### config.mk
export PLATFORM = sky130hd
export DESIGN_NAME = beacon_sighting_table_reporter_top
export DESIGN_NICKNAME = d
export VERILOG_FILES = /design/src/design/bstr_pkg.sv /design/src/design/bstr_front.sv /design/src/design/bstr_queue.sv /design/src/design/bstr_back.sv /design/src/design/beacon_sighting_table_reporter_top.sv
export SDC_FILE = /design/constraint.sdc
export NUM_CORES = 1
export LEC_CHECK = 0
export ABC_AREA = 1
export BUFFER_PORTS_ARGS = -buffer_cell sky130_fd_sc_hd__buf_2
export CORE_MARGIN = 2
export CORE_UTILIZATION = 35
export CTS_CLUSTER_DIAMETER = 60
export CTS_CLUSTER_SIZE = 8
export DETAILED_ROUTE_END_ITERATION = 10
export GPL_TIMING_DRIVEN = 0
export PLACE_DENSITY = 0.51
export SYNTH_ARGS = -nofsm -noshare
export SYNTH_HDL_FRONTEND = slang
export SYNTH_HIERARCHICAL = 1
export SYNTH_SLANG_ARGS = --single-unit
### constraint.sdc
create_clock -name clk -period 8.25 [get_ports clk]
set_input_delay 0.825 -clock clk [delete_from_list [all_inputs] [get_ports clk]]
set_output_delay 0.825 -clock clk [all_outputs]
set_load 0.02 [all_outputs]
### src/design/bstr_pkg.sv
// Shared types and constants for the beacon sighting table reporter.
// No dependencies; every other design file imports this package.
package bstr_pkg;

  // Event kinds on the input channel
  localparam logic [1:0] FUNC_ADV     = 2'd0;
  localparam logic [1:0] FUNC_TIMEOUT = 2'd1;
  localparam logic [1:0] FUNC_ADV_END = 2'd2;

  // Result actions
  localparam logic [2:0] ACT_FILTERED = 3'd0;
  localparam logic [2:0] ACT_NEW      = 3'd1;
  localparam logic [2:0] ACT_UPDATED  = 3'd2;
  localparam logic [2:0] ACT_FULL     = 3'd3;
  localparam logic [2:0] ACT_START    = 3'd4;
  localparam logic [2:0] ACT_PING_1ST = 3'd5;
  localparam logic [2:0] ACT_PING     = 3'd6;
  localparam logic [2:0] ACT_REPORT   = 3'd7;

  localparam logic [7:0] TAG_REPORT = 8'h52;
  localparam logic [7:0] TAG_PING   = 8'h54;
  localparam logic [4:0] LEN_PING   = 5'd6;
  localparam logic [4:0] LEN_REPORT = 5'd31;

  localparam logic signed [7:0] STRENGTH_FLOOR = 8'sh80;
  localparam logic [3:0]        PINGS_RESET    = 4'd5;

  typedef enum logic [1:0] {
    CMD_FILTERED,
    CMD_ADV,
    CMD_TIMEOUT,
    CMD_START
  } cmd_kind_t;

  typedef struct packed {
    cmd_kind_t          kind;
    logic [47:0]        addr;
    logic signed [7:0]  strength;
  } cmd_t;

  typedef struct packed {
    logic [2:0]         action;
    logic [1:0]         slot;
    logic [47:0]        addr;
    logic signed [7:0]  strength;
    logic               last;
  } res_t;

  typedef enum logic {
    ST_RUN,
    ST_REPORT
  } st_t;

endpackage

### src/design/bstr_front.sv
// Front end: accepts input events and classifies them into commands.
// Depends on bstr_pkg; feeds bstr_queue.
module bstr_front (
  input  logic              in_valid,
  output logic              in_stall,
  input  logic [1:0]        in_func,
  input  logic [47:0]       in_peer_address,
  input  logic signed [7:0] in_signal_strength,
  input  logic [7:0]        in_tag_byte,
  input  logic [4:0]        in_payload_length,
  input  logic              q_full,
  output logic              push,
  output bstr_pkg::cmd_t    push_cmd
);
  import bstr_pkg::*;

  logic tag_ok;
  logic len_ok;
  logic known;

  assign tag_ok = (in_tag_byte == TAG_REPORT) || (in_tag_byte == TAG_PING);
  assign len_ok = (in_payload_length == LEN_PING) || (in_payload_length == LEN_REPORT);

  always_comb begin
    known             = 1'b1;
    push_cmd.addr     = in_peer_address;
    push_cmd.strength = in_signal_strength;
    unique case (in_func)
      FUNC_ADV:     push_cmd.kind = (tag_ok && len_ok) ? CMD_ADV : CMD_FILTERED;
      FUNC_TIMEOUT: push_cmd.kind = CMD_TIMEOUT;
      FUNC_ADV_END: push_cmd.kind = CMD_START;
      default: begin
        // unknown event kind: take it and drop it
        push_cmd.kind = CMD_FILTERED;
        known         = 1'b0;
      end
    endcase
  end

  assign in_stall = q_full;
  assign push     = in_valid && !q_full && known;

endmodule

### src/design/bstr_queue.sv
// Two-entry command queue between front end and table engine.
// Depends on bstr_pkg for the command type.
module bstr_queue (
  input  logic           clk,
  input  logic           rst_n,
  input  logic           push,
  input  bstr_pkg::cmd_t push_cmd,
  output logic           full,
  input  logic           pop,
  output logic           head_valid,
  output bstr_pkg::cmd_t head_cmd
);
  import bstr_pkg::*;

  cmd_t       q_r [2];
  logic       wr_ptr_r, wr_ptr_nxt;
  logic       rd_ptr_r, rd_ptr_nxt;
  logic [1:0] cnt_r, cnt_nxt;
  logic       do_push;
  logic       do_pop;

  assign full       = (cnt_r == 2'd2);
  assign head_valid = (cnt_r != 2'd0);
  assign head_cmd   = q_r[rd_ptr_r];
  assign do_push    = push && !full;
  assign do_pop     = pop && head_valid;

  always_comb begin
    wr_ptr_nxt = do_push ? !wr_ptr_r : wr_ptr_r;
    rd_ptr_nxt = do_pop ? !rd_ptr_r : rd_ptr_r;
    cnt_nxt    = cnt_r + {1'b0, do_push} - {1'b0, do_pop};
  end

  always_ff @(posedge clk) begin
    if (!rst_n) begin
      wr_ptr_r <= 1'b0;
      rd_ptr_r <= 1'b0;
      cnt_r    <= 2'd0;
    end else begin
      wr_ptr_r <= wr_ptr_nxt;
      rd_ptr_r <= rd_ptr_nxt;
      cnt_r    <= cnt_nxt;
    end
  end

  always_ff @(posedge clk) begin
    if (do_push) begin
      q_r[wr_ptr_r] <= push_cmd;
    end
  end

  queue_no_overflow: assert property (@(posedge clk) disable iff (!rst_n)
    full |=> !(cnt_r == 2'd0) || $past(do_pop))
    else $error("queue emptied without a pop");

endmodule

### src/design/bstr_back.sv
// Table engine: executes commands on the sighting table, ping counter and
// report sequencer, and drives the registered result channel. Uses bstr_pkg.
module bstr_back #(
  parameter int TABLE_DEPTH = 4
) (
  input  logic              clk,
  input  logic              rst_n,
  input  logic              cfg_wr_en,
  input  logic [3:0]        cfg_wr_data,
  input  logic              cmd_valid,
  input  bstr_pkg::cmd_t    cmd,
  output logic              pop,
  output logic              out_valid,
  input  logic              out_stall,
  output logic [2:0]        out_action,
  output logic [1:0]        out_slot,
  output logic [47:0]       out_entry_address,
  output logic signed [7:0] out_entry_strength,
  output logic              out_last
);
  import bstr_pkg::*;

  localparam int IDX_W = (TABLE_DEPTH > 1) ? $clog2(TABLE_DEPTH) : 1;
  localparam logic [IDX_W-1:0] IDX_LAST = IDX_W'(TABLE_DEPTH - 1);

  logic [47:0]       addr_r [TABLE_DEPTH];
  logic signed [7:0] str_r  [TABLE_DEPTH];
  logic [3:0]        ping_cnt_r;
  logic [3:0]        ppr_r;
  st_t               st_r, st_nxt;
  logic [IDX_W-1:0]  idx_r, idx_nxt;
  res_t              res_r, res_nxt;
  logic              out_valid_r, out_valid_nxt;

  logic              out_free;
  logic              report_due;
  logic              start_report;
  logic              emit;
  logic              rep_done;
  logic              hit_found;
  logic              hit_match;
  logic [IDX_W-1:0]  hit_idx;
  logic [IDX_W+1:0]  hit_ext;
  logic [IDX_W+1:0]  idx_ext;

  assign out_free   = !out_valid_r || !out_stall;
  assign report_due = (ping_cnt_r >= ppr_r);
  assign hit_ext    = {2'b00, hit_idx};
  assign idx_ext    = {2'b00, idx_r};

  // First slot that matches or is empty; a match wins within the same slot
  always_comb begin
    hit_found = 1'b0;
    hit_match = 1'b0;
    hit_idx   = '0;
    for (int i = TABLE_DEPTH - 1; i >= 0; i--) begin
      if ((addr_r[i] == cmd.addr) || (addr_r[i] == 48'd0)) begin
        hit_found = 1'b1;
        hit_match = (addr_r[i] == cmd.addr);
        hit_idx   = IDX_W'(i);
      end
    end
  end

  // Next state
  always_comb begin
    st_nxt = st_r;
    unique case (st_r)
      ST_RUN: begin
        if (start_report) st_nxt = ST_REPORT;
      end
      ST_REPORT: begin
        if (rep_done) st_nxt = ST_RUN;
      end
      default: st_nxt = ST_RUN;
    endcase
  end

  // Outputs of the sequencer
  always_comb begin
    pop          = 1'b0;
    start_report = 1'b0;
    emit         = 1'b0;
    rep_done     = 1'b0;
    idx_nxt      = idx_r;
    res_nxt      = '0;
    res_nxt.last = 1'b1;
    unique case (st_r)
      ST_RUN: begin
        pop     = cmd_valid && out_free;
        idx_nxt = '0;
        if (pop) begin
          if (cmd.kind == CMD_TIMEOUT && report_due) begin
            start_report = 1'b1;
          end else begin
            emit = 1'b1;
          end
        end
        case (cmd.kind)
          CMD_FILTERED: res_nxt.action = ACT_FILTERED;
          CMD_START:    res_nxt.action = ACT_START;
          CMD_TIMEOUT:  res_nxt.action = (ping_cnt_r == 4'd0) ? ACT_PING_1ST : ACT_PING;
          default: begin
            if (!hit_found) begin
              res_nxt.action = ACT_FULL;
            end else begin
              res_nxt.action = hit_match ? ACT_UPDATED : ACT_NEW;
              res_nxt.slot   = hit_ext[1:0];
            end
          end
        endcase
      end
      ST_REPORT: begin
        emit                = out_free;
        rep_done            = out_free && (idx_r == IDX_LAST);
        res_nxt.action      = ACT_REPORT;
        res_nxt.slot        = idx_ext[1:0];
        res_nxt.addr        = addr_r[idx_r];
        res_nxt.strength    = str_r[idx_r];
        res_nxt.last        = (idx_r == IDX_LAST);
        if (out_free && !rep_done) idx_nxt = idx_r + 1'b1;
      end
      default: ;
    endcase
  end

  always_comb begin
    if (emit) begin
      out_valid_nxt = 1'b1;
    end else if (!out_stall) begin
      out_valid_nxt = 1'b0;
    end else begin
      out_valid_nxt = out_valid_r;
    end
  end

  always_ff @(posedge clk) begin
    if (!rst_n) begin
      st_r        <= ST_RUN;
      idx_r       <= '0;
      out_valid_r <= 1'b0;
      ping_cnt_r  <= 4'd0;
      ppr_r       <= PINGS_RESET;
    end else begin
      st_r        <= st_nxt;
      idx_r       <= idx_nxt;
      out_valid_r <= out_valid_nxt;
      if (cfg_wr_en) ppr_r <= cfg_wr_data;
      if (rep_done) begin
        ping_cnt_r <= 4'd0;
      end else if (emit && st_r == ST_RUN && cmd.kind == CMD_TIMEOUT) begin
        ping_cnt_r <= ping_cnt_r + 4'd1;
      end
    end
  end

  always_ff @(posedge clk) begin
    if (emit) res_r <= res_nxt;
  end

  // Sighting table
  always_ff @(posedge clk) begin
    if (!rst_n) begin
      for (int i = 0; i < TABLE_DEPTH; i++) begin
        addr_r[i] <= 48'd0;
        str_r[i]  <= STRENGTH_FLOOR;
      end
    end else if (rep_done) begin
      for (int i = 0; i < TABLE_DEPTH; i++) begin
        str_r[i] <= STRENGTH_FLOOR;
      end
    end else if (emit && st_r == ST_RUN && cmd.kind == CMD_ADV && hit_found) begin
      if (!hit_match) begin
        addr_r[hit_idx] <= cmd.addr;
        str_r[hit_idx]  <= cmd.strength;
      end else if (cmd.strength > str_r[hit_idx]) begin
        str_r[hit_idx] <= cmd.strength;
      end
    end
  end

  assign out_valid          = out_valid_r;
  assign out_action         = res_r.action;
  assign out_slot           = res_r.slot;
  assign out_entry_address  = res_r.addr;
  assign out_entry_strength = res_r.strength;
  assign out_last           = res_r.last;

  no_pop_in_report: assert property (@(posedge clk) disable iff (!rst_n)
    (st_r == ST_REPORT) |-> !pop)
    else $error("command taken during a report");

  report_items_tagged: assert property (@(posedge clk) disable iff (!rst_n)
    (st_r == ST_REPORT && emit) |=> (out_valid && out_action == ACT_REPORT))
    else $error("report entry lost its action");

  report_end_clears: assert property (@(posedge clk) disable iff (!rst_n)
    rep_done |=> (st_r == ST_RUN && ping_cnt_r == 4'd0 && out_last))
    else $error("report did not finish cleanly");

  single_results_last: assert property (@(posedge clk) disable iff (!rst_n)
    (out_valid && out_action != ACT_REPORT) |-> out_last)
    else $error("single result without last");

endmodule

### src/design/beacon_sighting_table_reporter_top.sv
// Channel   Direction  Handshake          Payload
// in_*      input      in_valid/in_stall  func, peer_address, signal_strength, tag, length
// out_*     output     out_valid/out_stall action, slot, entry_address, entry_strength, last
// cfg_*     input      cfg_wr_en          cfg_wr_data (pings_per_report)
//
// An event is registered in the queue, then in the table engine's result register;
// single results leave one per cycle from the output register while it is not stalled.
// A report holds the engine for all TABLE_DEPTH slots, one slot per cycle unless stalled.
// Reset is synchronous: table empty, strengths -128, ping count 0, threshold 5.
// A stalled output holds the engine; the two-entry queue keeps taking events
// until it fills. Depends on bstr_pkg, bstr_front, bstr_queue and bstr_back.
module beacon_sighting_table_reporter_top #(
  parameter int TABLE_DEPTH = 4
) (
  input  logic              clk,
  input  logic              rst_n,
  input  logic              cfg_wr_en,
  input  logic [3:0]        cfg_wr_data,
  input  logic              in_valid,
  output logic              in_stall,
  input  logic [1:0]        in_func,
  input  logic [47:0]       in_peer_address,
  input  logic signed [7:0] in_signal_strength,
  input  logic [7:0]        in_tag_byte,
  input  logic [4:0]        in_payload_length,
  output logic              out_valid,
  input  logic              out_stall,
  output logic [2:0]        out_action,
  output logic [1:0]        out_slot,
  output logic [47:0]       out_entry_address,
  output logic signed [7:0] out_entry_strength,
  output logic              out_last
);
  import bstr_pkg::*;

  logic q_full;
  logic push;
  cmd_t push_cmd;
  logic pop;
  logic head_valid;
  cmd_t head_cmd;

  bstr_front u_front (
    .in_valid           (in_valid),
    .in_stall           (in_stall),
    .in_func            (in_func),
    .in_peer_address    (in_peer_address),
    .in_signal_strength (in_signal_strength),
    .in_tag_byte        (in_tag_byte),
    .in_payload_length  (in_payload_length),
    .q_full             (q_full),
    .push               (push),
    .push_cmd           (push_cmd)
  );

  bstr_queue u_queue (
    .clk        (clk),
    .rst_n      (rst_n),
    .push       (push),
    .push_cmd   (push_cmd),
    .full       (q_full),
    .pop        (pop),
    .head_valid (head_valid),
    .head_cmd   (head_cmd)
  );

  bstr_back #(
    .TABLE_DEPTH (TABLE_DEPTH)
  ) u_back (
    .clk                (clk),
    .rst_n              (rst_n),
    .cfg_wr_en          (cfg_wr_en),
    .cfg_wr_data        (cfg_wr_data),
    .cmd_valid          (head_valid),
    .cmd                (head_cmd),
    .pop                (pop),
    .out_valid          (out_valid),
    .out_stall          (out_stall),
    .out_action         (out_action),
    .out_slot           (out_slot),
    .out_entry_address  (out_entry_address),
    .out_entry_strength (out_entry_strength),
    .out_last           (out_last)
  );

endmodule

# Word level (Yosys, flattened, before mapping)
# Memory sizes are Yosys's and may differ from the RTL's. A register that Yosys moved wholly into a read port is not among the register bits.
# Index checks and enable logic that the tools add are counted.
dict set report word_totals {
  wordCells 152
  memories 3
  regBits 22
  inputBits 80
  ram_bits 340
}
dict set report op_classes {
  addsub 4
  n_mux 67
  magnitude_cmp 2
  n_eq_ne 17
  n_reduce_logical 41
  n_bitwise 7
}
# memory words word_bits rd rd_ports_with_merged_regs wr line
set mem_list {}
lappend mem_list {u_back.addr_r 4 48 5 1 4 bstr_back.sv:26} ;# logic [47:0] addr_r [TABLE_DEPTH];
lappend mem_list {u_queue.q_r 2 58 1 1 1 bstr_queue.sv:15} ;# cmd_t q_r [2];
lappend mem_list {u_back.str_r 4 8 2 1 4 bstr_back.sv:27} ;# logic signed [7:0] str_r [TABLE_DEPTH];
# op count
set ops {}
lappend ops {{$eq 48x48->1} 4}
lappend ops {{$logic_not 48->1} 4}
lappend ops {{$mux 48} 1}
lappend ops {{$mux 8} 6}
lappend ops {{$reduce_or 48->1} 1}
lappend ops {{$mux 1} 42}
lappend ops {{$mux 2} 11}
lappend ops {{$eq 8x7->1 const B} 2}
lappend ops {{$logic_and 1x1->1} 13}
lappend ops {{$eq 2x2->1 const B} 5}
lappend ops {{$pmux 5 s2} 1}
lappend ops {{$pmux 3 s3} 1}
lappend ops {{$gt 8x8->1} 1}
lappend ops {{$logic_not 1->1} 8}
lappend ops {{$reduce_or 8->1} 1}
lappend ops {{$logic_or 1x1->1} 7}
lappend ops {{$pmux 2 s3} 1}
lappend ops {{$reduce_or 3->1} 2}
lappend ops {{$eq 5x3->1 const B} 1}
lappend ops {{$eq 5x5->1 const B} 1}
lappend ops {{$or 1x1->1} 5}
lappend ops {{$add 4x1->4 const B} 1}
lappend ops {{$eq 2x1->1 const B} 2}
lappend ops {{$ge 4x4->1} 1}
lappend ops {{other kinds (13)} 16}

# Logic depth before layout (Yosys ltp)
# Gate-level depths: netlist (run 1).
# An unclocked memory read counts as a cell.
dict set report depth {
  depth_word 18
  mapped_depth 31
  ltp_nobuf 28
}

# By module
# The synthesis (run 1) kept the hierarchy.
# mod area_per_inst_um2 n_inst seq_area_each_um2 cells_per_inst
set by_module_without_submodules {}
lappend by_module_without_submodules {bstr_back 16268.1 1 8828.5 1907}
lappend by_module_without_submodules {bstr_queue 4504.3 1 3583.4 217}
lappend by_module_without_submodules {bstr_front 558.0 1 0.0 85}

# Worst setup path before layout (run 1)
# Ideal clock, no wire load.
dict set report synth_path {
  path_kind {reg2reg}
  startpoint {register with a tool-made name}
  endpoint {memory u_back.addr_r[2][0], enable pin}
  t_arrival_ns 5.555
  setup_slack_ns 2.175
  synth_period_minus_slack_ns 6.075
  setup_time_ns 0.520
  path_buffers 4
  stages_incl_launch_ff 16
  t_required_ns 7.730
  cell_sequence {dfxtp_1 buf_6 buf_6 mux2_4 buf_2 xnor2_1 nand2_1 nor2_1 nand2_1 nor2_1 nand3_1 nand2_2 nor2_2 nand2_1 clkbuf_1 o21ai_0}
}
# element line
set synth_rtl {}
lappend synth_rtl {{end: declaration} bstr_back.sv:26}

==> out/metrics.yaml, run 1 <==
status: "complete, no violations"
grt_max_degree: 49
synthCells: 2209
netlist.area_leader.share_pct: 56.6
overflow: 0
dp_hpwl_um: 49300
vias: 16600
grt_use_total_pct: 20.9
critPathRequiredTime_ns: 8.49
ys.flop_type: "edfxtp_1"
nFillCells: 5928
io_buffers: 87
fin_worst_skew_ns: 0.0220
yosysUniqueCellTypes: 42
die_x_um: 251
drc: 0
met2_usage_pct: 35.1
synth_common_cells: "429 x nand2_1, 402 x edfxtp_1, 302 x nor2_1"
netlist_top_cells_area: "edfxtp_1 57%, nand2_1 7.5%, nor2_1 5.3%"
endpoint_kind: "flop"
ant_nets: 0
fp.coreArea_mm2: 0.0604
max_freq_ghz: 0.144
final_nets: 2467
grt_pass1_vias: 16100
start_util_pct: 35.3
gp_congestion: 0.915
n_antenna_cell: 0
clk_pin_slew_ns: 0.05
cts_tree: "built"
tightest_slew_ns: 0.898
wl_per_cell_um: 21.2
drive_above_1_share_pct: 16.1
final_hold_viol_count: 0
cts_buffers: 60
multi_input_area_mm2: 0.00724
grt_pass1_wl_um: 98900
avgSynthCellArea_um2: 9.66
io_pins: 144
cts_root_buf: "clkbuf_16"
worstPathArrival_ns: 7.17
cp_max_fo: 10
postCtsHoldBufs: 0
seq_area_mm2: 0.0124
fin_crit_sh_pct: 84.0
relSlewSlack_pct: 40.1
synth_seq_area_share_pct: 58.2
clk_latency_ns: 0.61
period_needed_ns: 6.93
p_per_area_mw_per_mm2: 271
ys_ff_latch: 419
leakage_uw: 0.00948
synth.most_common_cell: "nand2_1"
die_area_mm2: 0.0629
slew_viol_final: 0
setup_tns_ns: 0
rsz0062_at_grt: "no"
synth_edf_count: 402
power_uw: 6700
postCtsSetupRepairBufs: 0
final_core_util_pct: 40.9
peakVddDrop_mv: 0.225
ys_async_sr_fraction_pct: 0
maxCapViolations: 0
use_met3_pct: 3.21
netlist_area_mm2: 0.0213
wl_um: 67100
antenna_found_initial: 0
yosys_warnings: 6
setup_viol: 0
cts.sinks: 419
globalRouteMet1Util_pct: 28.0
hold_path.class: "primary input to flop"
yosys.area.top_type: "edfxtp_1"
area_growth_pct: 15.8
htree_num_levels: 2
num_rows: 90
cts.repair.resized: 0
cts_buffer_depth: 3
worstSetupPathType: "flop to flop"
viasPerCell: 5.24
busiest_layer: "met2"
crit_path_start_kind: "flop"
synth_nets: 2308
dr.pass1.iters: 6
dr.first_iter.drc_count: 1545
die_h_um: 251
==> final timing paths <==
path / depth (start not counted) / end / slack, ns / startpoint
worst min-delay path: 1 / u_queue/q_r[0][5] / 0.40 / in_signal_strength[5]
worst max-delay path: 27 / u_back/str_r[2][3] / 1.32 / flop
worst max register to register: 27 / u_back/str_r[2][3] / 1.32 / flop
worst min register to register: 2 / u_back/ppr_r[3] / 0.47 / u_back/ppr_r[3]
==> logic make-up after synthesis <==
| logic type | count (synthesis) | synth area share [%] |
|---|---|---|
| xor gates and xnor gates | 60 | 2.46 |
| DFF | 419 | 58.2 |
| and+or+nand+nor | 958 | 19.0 |
| muxes | 58 | 3.41 |
| AOI/OAI and AO/OA | 307 | 7.70 |
| buffers and inverters | 388 | 8.11 |
| adders and majority gates | 19 | 1.11 |
==> stage by stage <==
step                hold slack (ns)  worst slack (ns)  area (um^2)  std cells
floorplan                     0.433              2.18        21300       2209
global placement              0.458             -1.81        22700       3078
detailed placement            0.463              1.41        23000       3088
CTS                           0.370              1.37        24700       3167
global route                  0.376             0.972        24700       3167
finish                        0.404              1.32        24700       3167
==> placed cells by master, fill, tap and decap left out, drive strengths merged, types with 58 or more instances in the layout <==
cell type  instances
inv              248
buf              182
a21oi            159
edfxtp           402
nand4             82
clkbuf           128
nand2            430
mux2              58
o21ai            111
nor2             322
xnor2             58
==> flip-flops by register name, indices dropped and copies added (netlist names), named ones only <==
name and cells:
u_back/addr_r 192, u_queue/q_r 116, u_back/out_entry_address 48, u_back/str_r 32, u_back/out_entry_strength 8, u_back/ping_cnt_r 4, u_back/ppr_r 4, u_back/out_action 3
u_back/idx_r 2, u_back/out_slot 2, u_queue/cnt_r 2, u_back/out_last 1, u_back/out_valid 1, u_back/st_r 1, u_queue/rd_ptr_r 1, u_queue/wr_ptr_r 1
==> critical path: stages, from the launching register on <==
cell and delay (ns):
dfxtp_1 0.54, buf_2 0.34, mux2_2 0.44, inv_2 0.17, nand2_1 0.07, nand2_1 0.06
nand2_1 0.08, nor2_1 0.18, nand2_1 0.07, nor2_1 0.32, nand3_1 0.20, nand2_2 0.20
nor2_2 0.11, nand2_1 0.13, clkbuf_1 0.63, o22ai_1 0.20, a31o_2 0.26, ha_1 0.30
nand2_1 0.08, o21ai_0 0.32, nand2_1 0.10, o2111ai_1 0.10, o21ai_0 0.11, a211oi_1 0.25
nand3_1 0.12, nand2_1 0.22, nand3_1 0.42, nand2_1 0.55
==> report_power, final <==
part	leakage [uW]	internal (uW)	switching [uW]
combinational	0.00459	539	1150
clock	0.000816	1380	868
sequential	0.00407	2670	97.4
total	0.00948	4590	2110
==> routing by layer <==
metal	vias up	wire (um)
li1	7755	-
met1	8097	29300
met2	649	32000
met3	106	4220
met4	0	1550
met5	-	0
==> cell type report <==
| type | instances | share of cell area (%) |
|---|---|---|
| Tap cell | 782 | 3.96 |
| Clock inverter | 5 | 0.299 |
| Inverter | 249 | 3.79 |
| Multi-Input combinational cell | 1402 | 29.3 |
| Clock buffer | 74 | 6.46 |
| Sequential cell | 419 | 50.3 |
| Buffer | 139 | 3.22 |
| Timing Repair Buffer | 97 | 2.70 |
No activity file was read; power rests on OpenSTA's default activity.
==> run 2: changes to the inputs <==
==> constraint.sdc (replaced) <==
create_clock -name clk -period 6.8 [get_ports clk]
set_input_delay 0.68 -clock clk [delete_from_list [all_inputs] [get_ports clk]]
set_output_delay 0.68 -clock clk [all_outputs]
set_load 0.02 [all_outputs]
==> run 2 against run 1 <==
Net effect:
- critical path type unchanged
- cell area barely moved
- clock power rose by 21%
- power grew 21%
==> out/metrics.yaml, run 2 (same netlist as run 1, synthesis figures left out) <==
clock_power_share_pct: 33.6
p_comb_share_pct: 25.2
critical_path.max_stage_delay_ns: 0.54
power_uw: 8130
fp.coreArea_mm2: 0.0604
maxCapViolations: 0
viasPerCell: 5.23
start_util_pct: 35.3
period_needed_ns: 6.54
dpl.cell_count: 3088
final_core_util_pct: 40.9
dr.pass1.iters: 7
overflow: 0
p_sw_uw: 2560
cts_buffers: 60
pwr-share-seq_pct: 41.2
gp_congestion: 0.915
die_x_um: 251
die_area_mm2: 0.0629
grt_use_total_pct: 20.9
dr.first_iter.drc_count: 1559
path_common_cell: "nand2_1"
io_pins: 144
grt_pass1_vias: 16100
cp_max_fo: 10
grt_max_degree: 49
final_nets: 2467
tightest_slew_ns: 0.887
critPathRequiredTime_ns: 7.05
n_antenna_cell: 0
max_freq_ghz: 0.153
fin_crit_sh_pct: 96.2
fin_cells: 3167
stdcell_area_mm2: 0.0247
wl_per_cell_um: 21.2
wl_um: 67200
postPlaceCellArea_mm2: 0.0230
rsz0062_at_grt: "no"
cts_root_buf: "clkbuf_16"
largest_register_ffs: 192
endpoint_kind: "flop"
ant_nets: 0
timing.hold.ws_ns: 0.260
status: "complete, no violations"
grt_pass1_wl_um: 98900
slew_viol_final: 0
final_cell_mix: "426 x nand2_1, 402 x edfxtp_1, 301 x nor2_1"
hold_path.class: "primary input to flop"
vias: 16600
cts_buffer_depth: 3
cpLargestDelayFamily: "simple AND/OR/NAND/NOR gates"
worst_path_max_delay_cell: "dfxtp_1"
postCtsSetupRepairBufs: 0
final_common_cell: "nand2_1"
clk_pin_slew_ns: 0.05
setup_viol: 0
sw_frac_of_total_pct: 31.5
nFillCells: 5926
drive_above_1_share_pct: 16.2
final_hold_viol_count: 0
io_buffers: 87
relSlewSlack_pct: 40.9
worstSetupPathType: "flop to flop"
worstPathArrival_ns: 6.80
cts.sinks: 419
cp.buffers_inverters: 3
clk_latency_ns: 0.61
dp_hpwl_um: 49300
drc: 0
fin_worst_skew_ns: 0.0223
crit_path_start_kind: "flop"
antenna_found_initial: 0
htree_num_levels: 2
top_register: "u_back/addr_r"
peakVddDrop_mv: 0.270
die_h_um: 251
internal_power_uw: 5570
num_rows: 90
cts_tree: "built"
p_per_area_mw_per_mm2: 329
area_growth_pct: 15.8
leakage_uw: 0.00948
## run 2: cell count changes in the layout (fill, tap and decap cells not counted)
cell | before | now
nand2_2 | 2 | 3
nand2_1 | 427 | 426
clkbuf_1 | 65 | 64
clkbuf_2 | 1 | 2
## run 2: path summary, 6_finish.rpt
| check | start | endpoint | slack [ns] | cells past startpoint |
|---|---|---|---|---|
| worst max-delay path | flop | u_back/str_r[0][2] | 0.26 | 27 |
| worst min-delay path | in_signal_strength[5] | u_queue/q_r[0][5] | 0.26 | 1 |
| worst max register to register | flop | u_back/str_r[0][2] | 0.26 | 27 |
| worst min register to register | u_back/ppr_r[3] | u_back/ppr_r[3] | 0.47 | 2 |
## run 2: through the flow
step / worst slack (ns) / TNS [ns]
6_report: 0.256 / 0
5_1_grt: 0.00464 / 0
4_1_cts: 0.241 / 0
3_5_place_dp: -0.0435 / -0.345
3_3_place_gp: -3.26 / -442.71
2_1_floorplan: 0.725 / 0
## run 2: timing repair
action | in CTS | in global routing
hold buffers | 0 | 0
endpoints found under the setup margin | 16 | 8
gates resized for setup | 1 | 1
## run 2: cell type report
class	instances	area (um^2)	share of cell area (%)
Sequential cell	419	12400	50.2
Multi-Input combinational cell	1402	7240	29.3
Clock buffer	74	1600	6.46
Tap cell	782	978	3.96
Inverter	249	937	3.79
Buffer	139	797	3.23
Timing Repair Buffer	97	666	2.69
Clock inverter	5	73.8	0.299
## run 2: power groups by stage
stage / logic (uW) / registers, uW / clock network (uW)
finish: 2050 / 3350 / 2730
global route: 2230 / 3380 / 2910
CTS: 2070 / 3360 / 2810
detailed placement: 2060 / 3400 / 0
global placement: 1960 / 3490 / 0
floorplan: 1140 / 3620 / 0
## run 2: layer usage
layer  global-route usage, %  up-vias  wire length [um]
met5                       0        -                 0
met1                    28.0     8077             29300
met3                    3.22      103              4240
met2                    35.0      625             32100
li1                        -     7758                 -
met4                    5.95        0              1560
